===== config.mk =====
export PLATFORM = sky130hd
export DESIGN_NAME = rk4_drag_apogee_predictor_core
export DESIGN_NICKNAME = d
export VERILOG_FILES = /design/src/hw/rtl/rk4dap_pkg.sv /design/src/hw/rtl/rk4dap_smul.sv /design/src/hw/rtl/rk4dap_div6.sv /design/src/hw/rtl/rk4_drag_apogee_predictor_core.sv
export SDC_FILE = /design/constraint.sdc
export NUM_CORES = 2
export LEC_CHECK = 0
export ABC_CLOCK_PERIOD_IN_PS = 25700
export BUFFER_PORTS_ARGS = -buffer_cell sky130_fd_sc_hd__buf_4
export CAP_MARGIN = 20
export CORE_ASPECT_RATIO = 0.5
export CORE_UTILIZATION = 35
export DETAILED_ROUTE_END_ITERATION = 6
export PLACE_DENSITY_LB_ADDON = 0.12
export SLEW_MARGIN = 20
export SYNTH_ARGS = -nofsm -noshare
export SYNTH_HDL_FRONTEND = slang
export SYNTH_SLANG_ARGS = --single-unit

===== constraint.sdc =====
create_clock -name i_clk -period 25.7 [get_ports i_clk]
set_input_delay 3.855 -clock i_clk [delete_from_list [all_inputs] [get_ports i_clk]]
set_output_delay 3.855 -clock i_clk [all_outputs]
set_load 0.02 [all_outputs]

===== src/hw/rtl/rk4dap_pkg.sv =====
// Shared types and fixed constants for the RK4 drag apogee predictor.
// Depends on nothing; used by every module in hw/rtl.
`timescale 1ns / 1ps

package rk4dap_pkg;

    // request and result payloads
    typedef struct packed {
        logic signed [31:0] velocity;
        logic signed [31:0] height;
        logic        [15:0] brake_area;
    } t_req;

    typedef struct packed {
        logic signed [31:0] apogee;
        logic        [10:0] steps_taken;
        logic               hit_limit;
    } t_res;

    // configuration register indexes
    localparam int CFG_IDX_W = 2;
    localparam logic [CFG_IDX_W-1:0] CFG_DRAG_COEFF = 2'd0;
    localparam logic [CFG_IDX_W-1:0] CFG_STEP_SIZE  = 2'd1;
    localparam logic [15:0] CD_RESET   = 16'd6554;
    localparam logic [15:0] STEP_RESET = 16'd6554;

    // rho / (2 m) in Q0.16
    localparam logic [13:0] K_DRAG = 14'd8474;

    // serial multiplier: multiplier operand width and bit counts per use
    localparam int MB_W  = 32;
    localparam int LEN_W = 6;
    localparam logic [LEN_W-1:0] LEN_MAG  = 6'd32;
    localparam logic [LEN_W-1:0] LEN_C    = 6'd30;
    localparam logic [LEN_W-1:0] LEN_Q16  = 6'd16;
    localparam logic [LEN_W-1:0] LEN_KDRG = 6'd14;

    typedef struct packed {
        logic             start;
        logic [LEN_W-1:0] len;
    } t_mul_ctl;

    // weighted derivative sum and the divide-by-six operand
    localparam int KSW = 35;
    localparam int DVW = 36;

endpackage


===== src/hw/rtl/rk4dap_smul.sv =====
// Shift-add multiplier: signed multiplicand times unsigned multiplier, one bit a cycle.
// Depends on rk4dap_pkg.
`timescale 1ns / 1ps

module rk4dap_smul #(
    parameter int AW = 49
) (
    input  logic                                i_clk,
    input  logic                                i_rst_n,
    input  rk4dap_pkg::t_mul_ctl                i_ctl,
    input  logic signed [AW-1:0]                i_a,
    input  logic [rk4dap_pkg::MB_W-1:0]         i_b,
    output logic                                o_done,
    output logic signed [AW+rk4dap_pkg::MB_W-1:0] o_prod
);
    import rk4dap_pkg::*;

    localparam int PW = AW + MB_W;

    logic signed [PW-1:0] r_acc;
    logic signed [PW-1:0] r_a;
    logic [MB_W-1:0]      r_b;
    logic [LEN_W-1:0]     r_cnt;
    logic                 r_busy;
    logic                 r_done;

    // one multiplier bit per cycle, LSB first
    always_ff @(posedge i_clk) begin
        if (!i_rst_n) begin
            r_busy <= 1'b0;
            r_done <= 1'b0;
        end else begin
            r_done <= 1'b0;
            if (i_ctl.start) begin
                r_acc  <= '0;
                r_a    <= PW'(i_a);
                r_b    <= i_b;
                r_cnt  <= i_ctl.len;
                r_busy <= 1'b1;
            end else if (r_busy) begin
                if (r_b[0]) begin
                    r_acc <= r_acc + r_a;
                end
                r_a   <= r_a <<< 1;
                r_b   <= r_b >> 1;
                r_cnt <= r_cnt - LEN_W'(1);
                if (r_cnt == LEN_W'(1)) begin
                    r_busy <= 1'b0;
                    r_done <= 1'b1;
                end
            end
        end
    end

    assign o_done = r_done;
    assign o_prod = r_acc;

endmodule


===== src/hw/rtl/rk4dap_div6.sv =====
// Restoring divider by the constant six, floor rounding, one quotient bit a cycle.
// Depends on rk4dap_pkg.
`timescale 1ns / 1ps

module rk4dap_div6 #(
    parameter int W = 36
) (
    input  logic                i_clk,
    input  logic                i_rst_n,
    input  logic                i_start,
    input  logic signed [W-1:0] i_x,
    output logic                o_done,
    output logic signed [W-1:0] o_q
);
    import rk4dap_pkg::*;

    localparam int CNW = $clog2(W + 1);

    logic [W-1:0]   r_num;
    logic [2:0]     r_rem;
    logic [CNW-1:0] r_cnt;
    logic           r_neg;
    logic           r_busy;
    logic           r_done;

    logic [W-1:0] n_u;
    logic [3:0]   n_trial;
    logic [3:0]   n_sub;
    logic         n_qbit;

    // floor(x/6) for negative x is -((5 - x) / 6); 5 - x = ~x + 6
    assign n_u     = i_x[W-1] ? (~i_x + W'(6)) : i_x;
    assign n_trial = {r_rem, r_num[W-1]};
    assign n_sub   = n_trial - 4'd6;
    assign n_qbit  = (n_trial >= 4'd6);

    always_ff @(posedge i_clk) begin
        if (!i_rst_n) begin
            r_busy <= 1'b0;
            r_done <= 1'b0;
        end else begin
            r_done <= 1'b0;
            if (i_start) begin
                r_num  <= n_u;
                r_rem  <= 3'd0;
                r_neg  <= i_x[W-1];
                r_cnt  <= CNW'(W);
                r_busy <= 1'b1;
            end else if (r_busy) begin
                r_rem <= n_qbit ? n_sub[2:0] : n_trial[2:0];
                r_num <= {r_num[W-2:0], n_qbit};
                r_cnt <= r_cnt - CNW'(1);
                if (r_cnt == CNW'(1)) begin
                    r_busy <= 1'b0;
                    r_done <= 1'b1;
                end
            end
        end
    end

    assign o_done = r_done;
    assign o_q    = r_neg ? -signed'(r_num) : signed'(r_num);

endmodule


===== src/hw/rtl/rk4_drag_apogee_predictor_core.sv =====
// RK4 drag apogee predictor, top level: sequencer, state registers and output stage.
// Depends on rk4dap_pkg, rk4dap_smul and rk4dap_div6.
`timescale 1ns / 1ps

// A request is taken when start is high and busy is low; busy stays high until the
// result has been formed, and the result then appears for one cycle with o_done high.
// The receiver cannot stall, so sample o_result whenever o_done is high. Latency is
// set by the shift-add multiplier and the divide-by-six unit, both one bit a cycle.
// Each RK4 step costs four derivative evaluations (32 + 30 bit products), three stage
// updates and one final update (16 bit products) and a division by six.
// Configuration may be written only while busy is low.

module rk4_drag_apogee_predictor_core #(
    parameter int MAX_STEPS = 1024,
    parameter int FRAC_BITS = 16
) (
    input  logic                             i_clk,
    input  logic                             i_rst_n,
    input  logic                             start,
    output logic                             busy,
    input  rk4dap_pkg::t_req                 i_request,
    output logic                             o_done,
    output rk4dap_pkg::t_res                 o_result,
    input  logic                             i_cfg_we,
    input  logic [rk4dap_pkg::CFG_IDX_W-1:0] i_cfg_idx,
    input  logic [15:0]                      i_cfg_data
);
    import rk4dap_pkg::*;

    localparam int V2W  = 64 - FRAC_BITS;
    localparam int SUMW = 31 + $clog2(MAX_STEPS);
    localparam int AW   = ((V2W > SUMW) ? V2W : SUMW) + 1;
    localparam int PW   = AW + MB_W;
    localparam int XW   = PW + 2;
    localparam int CW   = $clog2(MAX_STEPS + 1);
    localparam longint G_FIX = ((longint'(981) << FRAC_BITS) + 50) / 100;
    localparam logic signed [AW+1:0] G_W = (AW+2)'(G_FIX);
    localparam logic signed [XW-1:0] X_MAX = XW'(64'sd2147483647);
    localparam logic signed [XW-1:0] X_MIN = XW'(-64'sd2147483648);
    localparam logic [CW-1:0] MAX_C = CW'(MAX_STEPS);

    typedef enum logic [8:0] {
        S_IDLE = 9'b000000001,
        S_C1   = 9'b000000010,
        S_C2   = 9'b000000100,
        S_SQ   = 9'b000001000,
        S_DR   = 9'b000010000,
        S_ST   = 9'b000100000,
        S_AC   = 9'b001000000,
        S_DV   = 9'b010000000,
        S_AP   = 9'b100000000
    } t_state;

    function automatic logic signed [31:0] f_sat32(input logic signed [XW-1:0] x);
        logic signed [31:0] r;
        if (x > X_MAX) begin
            r = 32'sh7FFFFFFF;
        end else if (x < X_MIN) begin
            r = 32'sh80000000;
        end else begin
            r = x[31:0];
        end
        return r;
    endfunction

    function automatic logic [31:0] f_mag(input logic signed [31:0] x);
        return x[31] ? (~x + 32'd1) : x;
    endfunction

    t_state               r_state;
    logic [15:0]          r_cd;
    logic [15:0]          r_step;
    logic signed [31:0]   r_v;
    logic signed [31:0]   r_h;
    logic [29:0]          r_c;
    logic [1:0]           r_stage;
    logic signed [KSW-1:0] r_ksum;
    logic [SUMW-1:0]      r_sum;
    logic [CW-1:0]        r_count;
    logic                 r_limit;
    t_mul_ctl             r_mctl;
    logic signed [AW-1:0] r_ma;
    logic [MB_W-1:0]      r_mb;
    logic                 r_dgo;
    logic signed [DVW-1:0] r_dx;
    logic                 r_done;
    t_res                 r_res;

    logic                  w_mdone;
    logic signed [PW-1:0]  w_prod;
    logic                  w_ddone;
    logic signed [DVW-1:0] w_q;

    logic signed [AW+1:0]  w_dw;
    logic signed [31:0]    n_d;
    logic signed [KSW-1:0] n_ksum;
    logic signed [31:0]    n_y;
    logic signed [31:0]    n_vn;
    logic [SUMW-1:0]       n_sum;
    logic signed [31:0]    n_ap;
    logic [CW+10:0]        w_cnt_ext;

    rk4dap_smul #(.AW(AW)) u_mul (
        .i_clk   (i_clk),
        .i_rst_n (i_rst_n),
        .i_ctl   (r_mctl),
        .i_a     (r_ma),
        .i_b     (r_mb),
        .o_done  (w_mdone),
        .o_prod  (w_prod)
    );

    rk4dap_div6 #(.W(DVW)) u_div (
        .i_clk   (i_clk),
        .i_rst_n (i_rst_n),
        .i_start (r_dgo),
        .i_x     (r_dx),
        .o_done  (w_ddone),
        .o_q     (w_q)
    );

    // derivative: -g - v^2 * c, floor of the Q0.32 product, clamped below
    assign w_dw   = -G_W - signed'({2'b00, w_prod[PW-1:32]});
    assign n_d    = f_sat32(XW'(w_dw));
    assign n_ksum = r_ksum + (((r_stage == 2'd1) || (r_stage == 2'd2)) ?
                              (KSW'(n_d) <<< 1) : KSW'(n_d));
    // stage velocity: half step for k2, k3; full step for k4
    assign n_y    = f_sat32(XW'(r_v) + XW'((r_stage == 2'd2) ? (w_prod >>> 16)
                                                             : (w_prod >>> 17)));
    assign n_vn   = f_sat32(XW'(r_v) + XW'(w_q));
    assign n_sum  = r_sum + SUMW'(n_vn[31:0]);
    assign n_ap   = f_sat32(XW'(r_h) + XW'(w_prod >>> 16));
    assign w_cnt_ext = {11'd0, r_count};

    // sequencer and datapath registers
    always_ff @(posedge i_clk) begin
        if (!i_rst_n) begin
            r_state      <= S_IDLE;
            r_cd         <= CD_RESET;
            r_step       <= STEP_RESET;
            r_mctl.start <= 1'b0;
            r_dgo        <= 1'b0;
            r_done       <= 1'b0;
        end else begin
            r_mctl.start <= 1'b0;
            r_dgo        <= 1'b0;
            r_done       <= 1'b0;

            if (i_cfg_we) begin
                case (i_cfg_idx)
                    CFG_DRAG_COEFF: r_cd   <= i_cfg_data;
                    CFG_STEP_SIZE:  r_step <= i_cfg_data;
                    default: ;
                endcase
            end

            case (r_state)
                S_IDLE: begin
                    if (start) begin
                        r_v          <= i_request.velocity;
                        r_h          <= i_request.height;
                        r_sum        <= '0;
                        r_count      <= '0;
                        r_ma         <= signed'(AW'(r_cd));
                        r_mb         <= MB_W'(i_request.brake_area);
                        r_mctl.len   <= LEN_Q16;
                        r_mctl.start <= 1'b1;
                        r_state      <= S_C1;
                    end
                end
                S_C1: begin
                    if (w_mdone) begin
                        r_ma         <= signed'(AW'(w_prod[31:0]));
                        r_mb         <= MB_W'(K_DRAG);
                        r_mctl.len   <= LEN_KDRG;
                        r_mctl.start <= 1'b1;
                        r_state      <= S_C2;
                    end
                end
                S_C2: begin
                    if (w_mdone) begin
                        r_c          <= w_prod[45:16];
                        r_stage      <= 2'd0;
                        r_ksum       <= '0;
                        r_ma         <= signed'(AW'(f_mag(r_v)));
                        r_mb         <= f_mag(r_v);
                        r_mctl.len   <= LEN_MAG;
                        r_mctl.start <= 1'b1;
                        r_state      <= S_SQ;
                    end
                end
                S_SQ: begin
                    if (w_mdone) begin
                        r_ma         <= signed'(AW'(w_prod[63:FRAC_BITS]));
                        r_mb         <= MB_W'(r_c);
                        r_mctl.len   <= LEN_C;
                        r_mctl.start <= 1'b1;
                        r_state      <= S_DR;
                    end
                end
                S_DR: begin
                    if (w_mdone) begin
                        r_ksum       <= n_ksum;
                        r_mb         <= MB_W'(r_step);
                        r_mctl.len   <= LEN_Q16;
                        r_mctl.start <= 1'b1;
                        if (r_stage == 2'd3) begin
                            r_ma    <= AW'(n_ksum);
                            r_state <= S_AC;
                        end else begin
                            r_ma    <= AW'(n_d);
                            r_state <= S_ST;
                        end
                    end
                end
                S_ST: begin
                    if (w_mdone) begin
                        r_stage      <= r_stage + 2'd1;
                        r_ma         <= signed'(AW'(f_mag(n_y)));
                        r_mb         <= f_mag(n_y);
                        r_mctl.len   <= LEN_MAG;
                        r_mctl.start <= 1'b1;
                        r_state      <= S_SQ;
                    end
                end
                S_AC: begin
                    if (w_mdone) begin
                        r_dx    <= DVW'(w_prod >>> 16);
                        r_dgo   <= 1'b1;
                        r_state <= S_DV;
                    end
                end
                S_DV: begin
                    if (w_ddone) begin
                        r_mb       <= MB_W'(r_step);
                        r_mctl.len <= LEN_Q16;
                        r_mctl.start <= 1'b1;
                        if (n_vn <= 32'sd0) begin
                            // apogee passed: close with the sum so far
                            r_limit <= 1'b0;
                            r_ma    <= signed'(AW'(r_sum));
                            r_state <= S_AP;
                        end else begin
                            r_v     <= n_vn;
                            r_sum   <= n_sum;
                            r_count <= r_count + CW'(1);
                            if (r_count == MAX_C - CW'(1)) begin
                                r_limit <= 1'b1;
                                r_ma    <= signed'(AW'(n_sum));
                                r_state <= S_AP;
                            end else begin
                                r_stage    <= 2'd0;
                                r_ksum     <= '0;
                                r_ma       <= signed'(AW'(f_mag(n_vn)));
                                r_mb       <= f_mag(n_vn);
                                r_mctl.len <= LEN_MAG;
                                r_state    <= S_SQ;
                            end
                        end
                    end
                end
                S_AP: begin
                    if (w_mdone) begin
                        r_res.apogee      <= n_ap;
                        r_res.steps_taken <= w_cnt_ext[10:0];
                        r_res.hit_limit   <= r_limit;
                        r_done            <= 1'b1;
                        r_state           <= S_IDLE;
                    end
                end
                default: begin
                    r_state <= S_IDLE;
                end
            endcase
        end
    end

    assign busy     = (r_state != S_IDLE);
    assign o_done   = r_done;
    assign o_result = r_res;

    // checks
    a_take_busy: assert property (@(posedge i_clk) disable iff (!i_rst_n)
        (start && !busy) |=> busy)
        else $error("request accepted but block not busy");

    a_mul_state: assert property (@(posedge i_clk) disable iff (!i_rst_n)
        w_mdone |-> !((r_state == S_IDLE) || (r_state == S_DV)))
        else $error("multiplier finished outside a product state");

    a_units_excl: assert property (@(posedge i_clk) disable iff (!i_rst_n)
        !(w_mdone && w_ddone))
        else $error("multiplier and divider finished together");

    a_limit_count: assert property (@(posedge i_clk) disable iff (!i_rst_n)
        (o_done && o_result.hit_limit) |-> (r_count == MAX_C))
        else $error("limit flag without full step count");

endmodule


==> impl_metrics.yaml <==
global_route:
  grt_pass1_vias: 43782
  antenna_found_initial: 29
  grt_start_max_net_pins: 83
  grt_pass1_wl_mm: 307.0
  grtUsageTotal_pct: 28.13
  grt-ovfl-total: 0
routing:
  vias_per_cell: 6.009
  vias: 46761
  drt_first_pass_iters: 6
  drc: 0
  ant_nets: 0
  wl_per_cell_um: 27.42
  drt_iter0_markers: 5576
  drt-total-wl_mm: 213.4
sta:
  clock-skew-final_ns: 0.05087
  hold_viol: 0
  worst_pin_slew_ns: 1.171
  tns_ns: 0
  min_period_ns: 10.64
  layout_worst_path_cycle_share_pct: 41.41
  holdWs_ns: 0.4628
  slew_viol_final: 0
  rsz0062_at_grt: "no"
  fmax_ghz: 0.09397
  setup_viol: 0
  relSlewSlack_pct: 20.86
logic_synthesis:
  synth.area.top_cells: "edfxtp_1 (35%), ha_1 (7.9%), a21oi_1 (5.1%)"
  synth_seq_cells: 642
  syn-instance-count: 5712
  synth_warnings: 0
  synth.distinct_cells: 106
  synth_edf_count: 594
  synth_top_area_share_pct: 34.84
  ys_async_sr_fraction_pct: 0
  syn_area_per_cell_um2: 8.963
  synth_seq_area_share_pct: 36.72
  synth_ff_type: "edfxtp_1"
  synth_top_area_cell: "edfxtp_1"
  synth_area_mm2: 0.05120
layout:
  layout.nets: 6208
  fin_cells: 7782
  utilization_pct: 39.55
  drive_gt1_share_pct: 10.17
  synthToLayoutAreaGrowth_pct: 11.29
clock_tree:
  numCtsBuffers: 71
  cts-resized-gates: 0
  cts_tree: "yes"
  holdBufCountCts: 0
  cts_setup_buffers: 0
  clkLatencyLatePin_ns: 0.71
  root_buffer: "clkbuf_16"
  clock_sinks: 642
  clkSlewWorstSetupHoldPaths_ns: 0.07
  cts.htree.levels: 3
  clk_path_buf_depth: 3
die:
  num_io_pins: 148
  rows: 98
  fp.dieH_um: 272.4
  die_w_um: 542.9
  coreArea_mm2: 0.1441
  dieArea_mm2: 0.1479
  initial_utilization_pct: 35.53
place:
  numPlacedInstances: 7651
  io_buffers: 147
  gp_congestion: 0.9474
  place_hpwl_mm: 165.3
critical_path:
  crit_fanout: 17
  arrival_ns: 11.05
  crit_type: "reg -> reg"
  cp_common_cell: "o21ai_0"
  start_kind: "register"
  cp_data_required_time_ns: 26.11
  crit_buf_inv: 1
  max_stage_delay_ns: 0.75
  end_kind: "register"
  cp_top_family: "compound AO/OA/AOI/OAI gates"
  slowest_stage: "o21ai_2"
pwr:
  p_leak_uw: 0.02161
  cellPowerDensity_mw_per_mm2: 63.88
  vdd_drop_max_v: 0.00004226
flow_run:
  maxCapViolCount: 0
worst_hold_path:
  hp-class: "reg -> reg"
outcome:
  outcome: "finished, final reports clean"
-- layer usage --
metal  up-vias  wire length (µm)  track usage [%]
li1      21508                 -                -
met1     23119            103400            42.97
met2      1862             86490            40.35
met3       264             17950            4.754
met4         8              5521            7.063
met5         -                56                0
-- cell type report --
cell class                 count  area [µm²]
multi-input combinational   4624       30810
inverter                     190       713.2
sequential                   642       18800
timing repair buffer         246        1879
fill                       14512       87100
clock buffer                  89        1897
clock inverter                40       432.9
tap                         1950        2440
antenna                        1       2.502
-- power by group --
part | switching [µW] | internal (µW)
Sequential | 93.2 | 1250
Clock | 482 | 583
Combinational | 787 | 443
Total | 1360 | 2280
-- cells in the final DEF (no fill, tap or decap), types with 52 or more instances in the layout --
| cell | instances |
|---|---|
| nor2_1 | 521 |
| a21oi_1 | 520 |
| a211oi_1 | 55 |
| nor3_1 | 85 |
| a21o_1 | 197 |
| xor2_1 | 177 |
| inv_1 | 186 |
| or3_1 | 60 |
| mux2_2 | 150 |
| a31oi_1 | 66 |
| and2_1 | 67 |
| clkbuf_16 | 73 |
| edfxtp_1 | 594 |
| o211ai_1 | 52 |
| nor2b_1 | 57 |
| nand2_1 | 539 |
| nand2b_1 | 75 |
| buf_4 | 244 |
| ha_1 | 324 |
| o21ai_0 | 403 |
| xnor2_1 | 249 |
| nand3_1 | 136 |
| nand4_1 | 72 |
-- synth_stat cells (35+ instances only) --
cell,count
a21oi_1,522
edfxtp_1,594
and3_1,49
dfxtp_1,48
o21ai_0,403
or3_1,60
o31ai_1,52
a31oi_1,66
nor2_1,529
ha_1,325
mux2i_1,50
o211ai_1,52
xnor2_1,249
nor3_1,86
o21bai_1,50
xor2_1,177
mux2_2,150
a211oi_1,55
or4_1,35
clkbuf_1,213
a21o_1,197
o21a_1,46
nand3_1,136
nand2b_1,75
nor4_1,40
and2_1,67
inv_1,186
nor2b_1,57
nand4_1,72
nand2_1,540
-- per-stage QoR --
step | area, µm² | setup WS, ns | power, µW
global placement | 54590 | 15.45 | 2557
finish | 56980 | 15.06 | 3640
floorplan | 51200 | 14.71 | 2158
global route | 56970 | 14.46 | 3803
detailed placement | 54620 | 15.27 | 2562
CTS | 56950 | 15.23 | 3631
-- sequential cells by signal, indices dropped and copies added (netlist names), 35 cells and up --
register      count
u_mul.o_prod     81
u_mul.r_a        81
r_ma             49
o_result         44
r_sum            41
r_dx             36
u_div.r_num      36
r_ksum           35
-- worst paths after layout --
| kind | startpoint | endpoint | slack (ns) | cells past startpoint |
|---|---|---|---|---|
| worst min register to register | r_cd[6]$_SDFFE_PN0P_ | r_cd[6]$_SDFFE_PN0P_ | 0.46 | 2 |
| worst min-delay path | r_cd[6]$_SDFFE_PN0P_ | r_cd[6]$_SDFFE_PN0P_ | 0.46 | 2 |
| worst max-delay path | u_div.r_num[3]$_DFFE_PP_ | r_ma[40]$_DFFE_PP_ | 15.06 | 34 |
| worst max register to register | u_div.r_num[3]$_DFFE_PP_ | r_ma[40]$_DFFE_PP_ | 15.06 | 34 |
-- tightest hold or removal path, delay by kind of cell (launching register included) --
family          cells  cell delay, ns
flops               1            0.31
simple gates        1            0.05
compound gates      1            0.05
-- logic make-up (layout without fill, tap and decap cells) --
family | Yosys count | count (layout) | synth area share, %
and+or+nand+nor | 1864 | 1864 | 17.57
muxes | 200 | 200 | 4.277
buffers and inverters | 447 | 565 | 3.390
adders and majority gates | 334 | 334 | 8.236
DFF | 642 | 642 | 36.72
other | 1 | 3 | 0.007325
AOI/OAI and AO/OA | 1798 | 1798 | 22.51
xor gates and xnor gates | 426 | 426 | 7.288
Power figures use the tool's default switching activity.
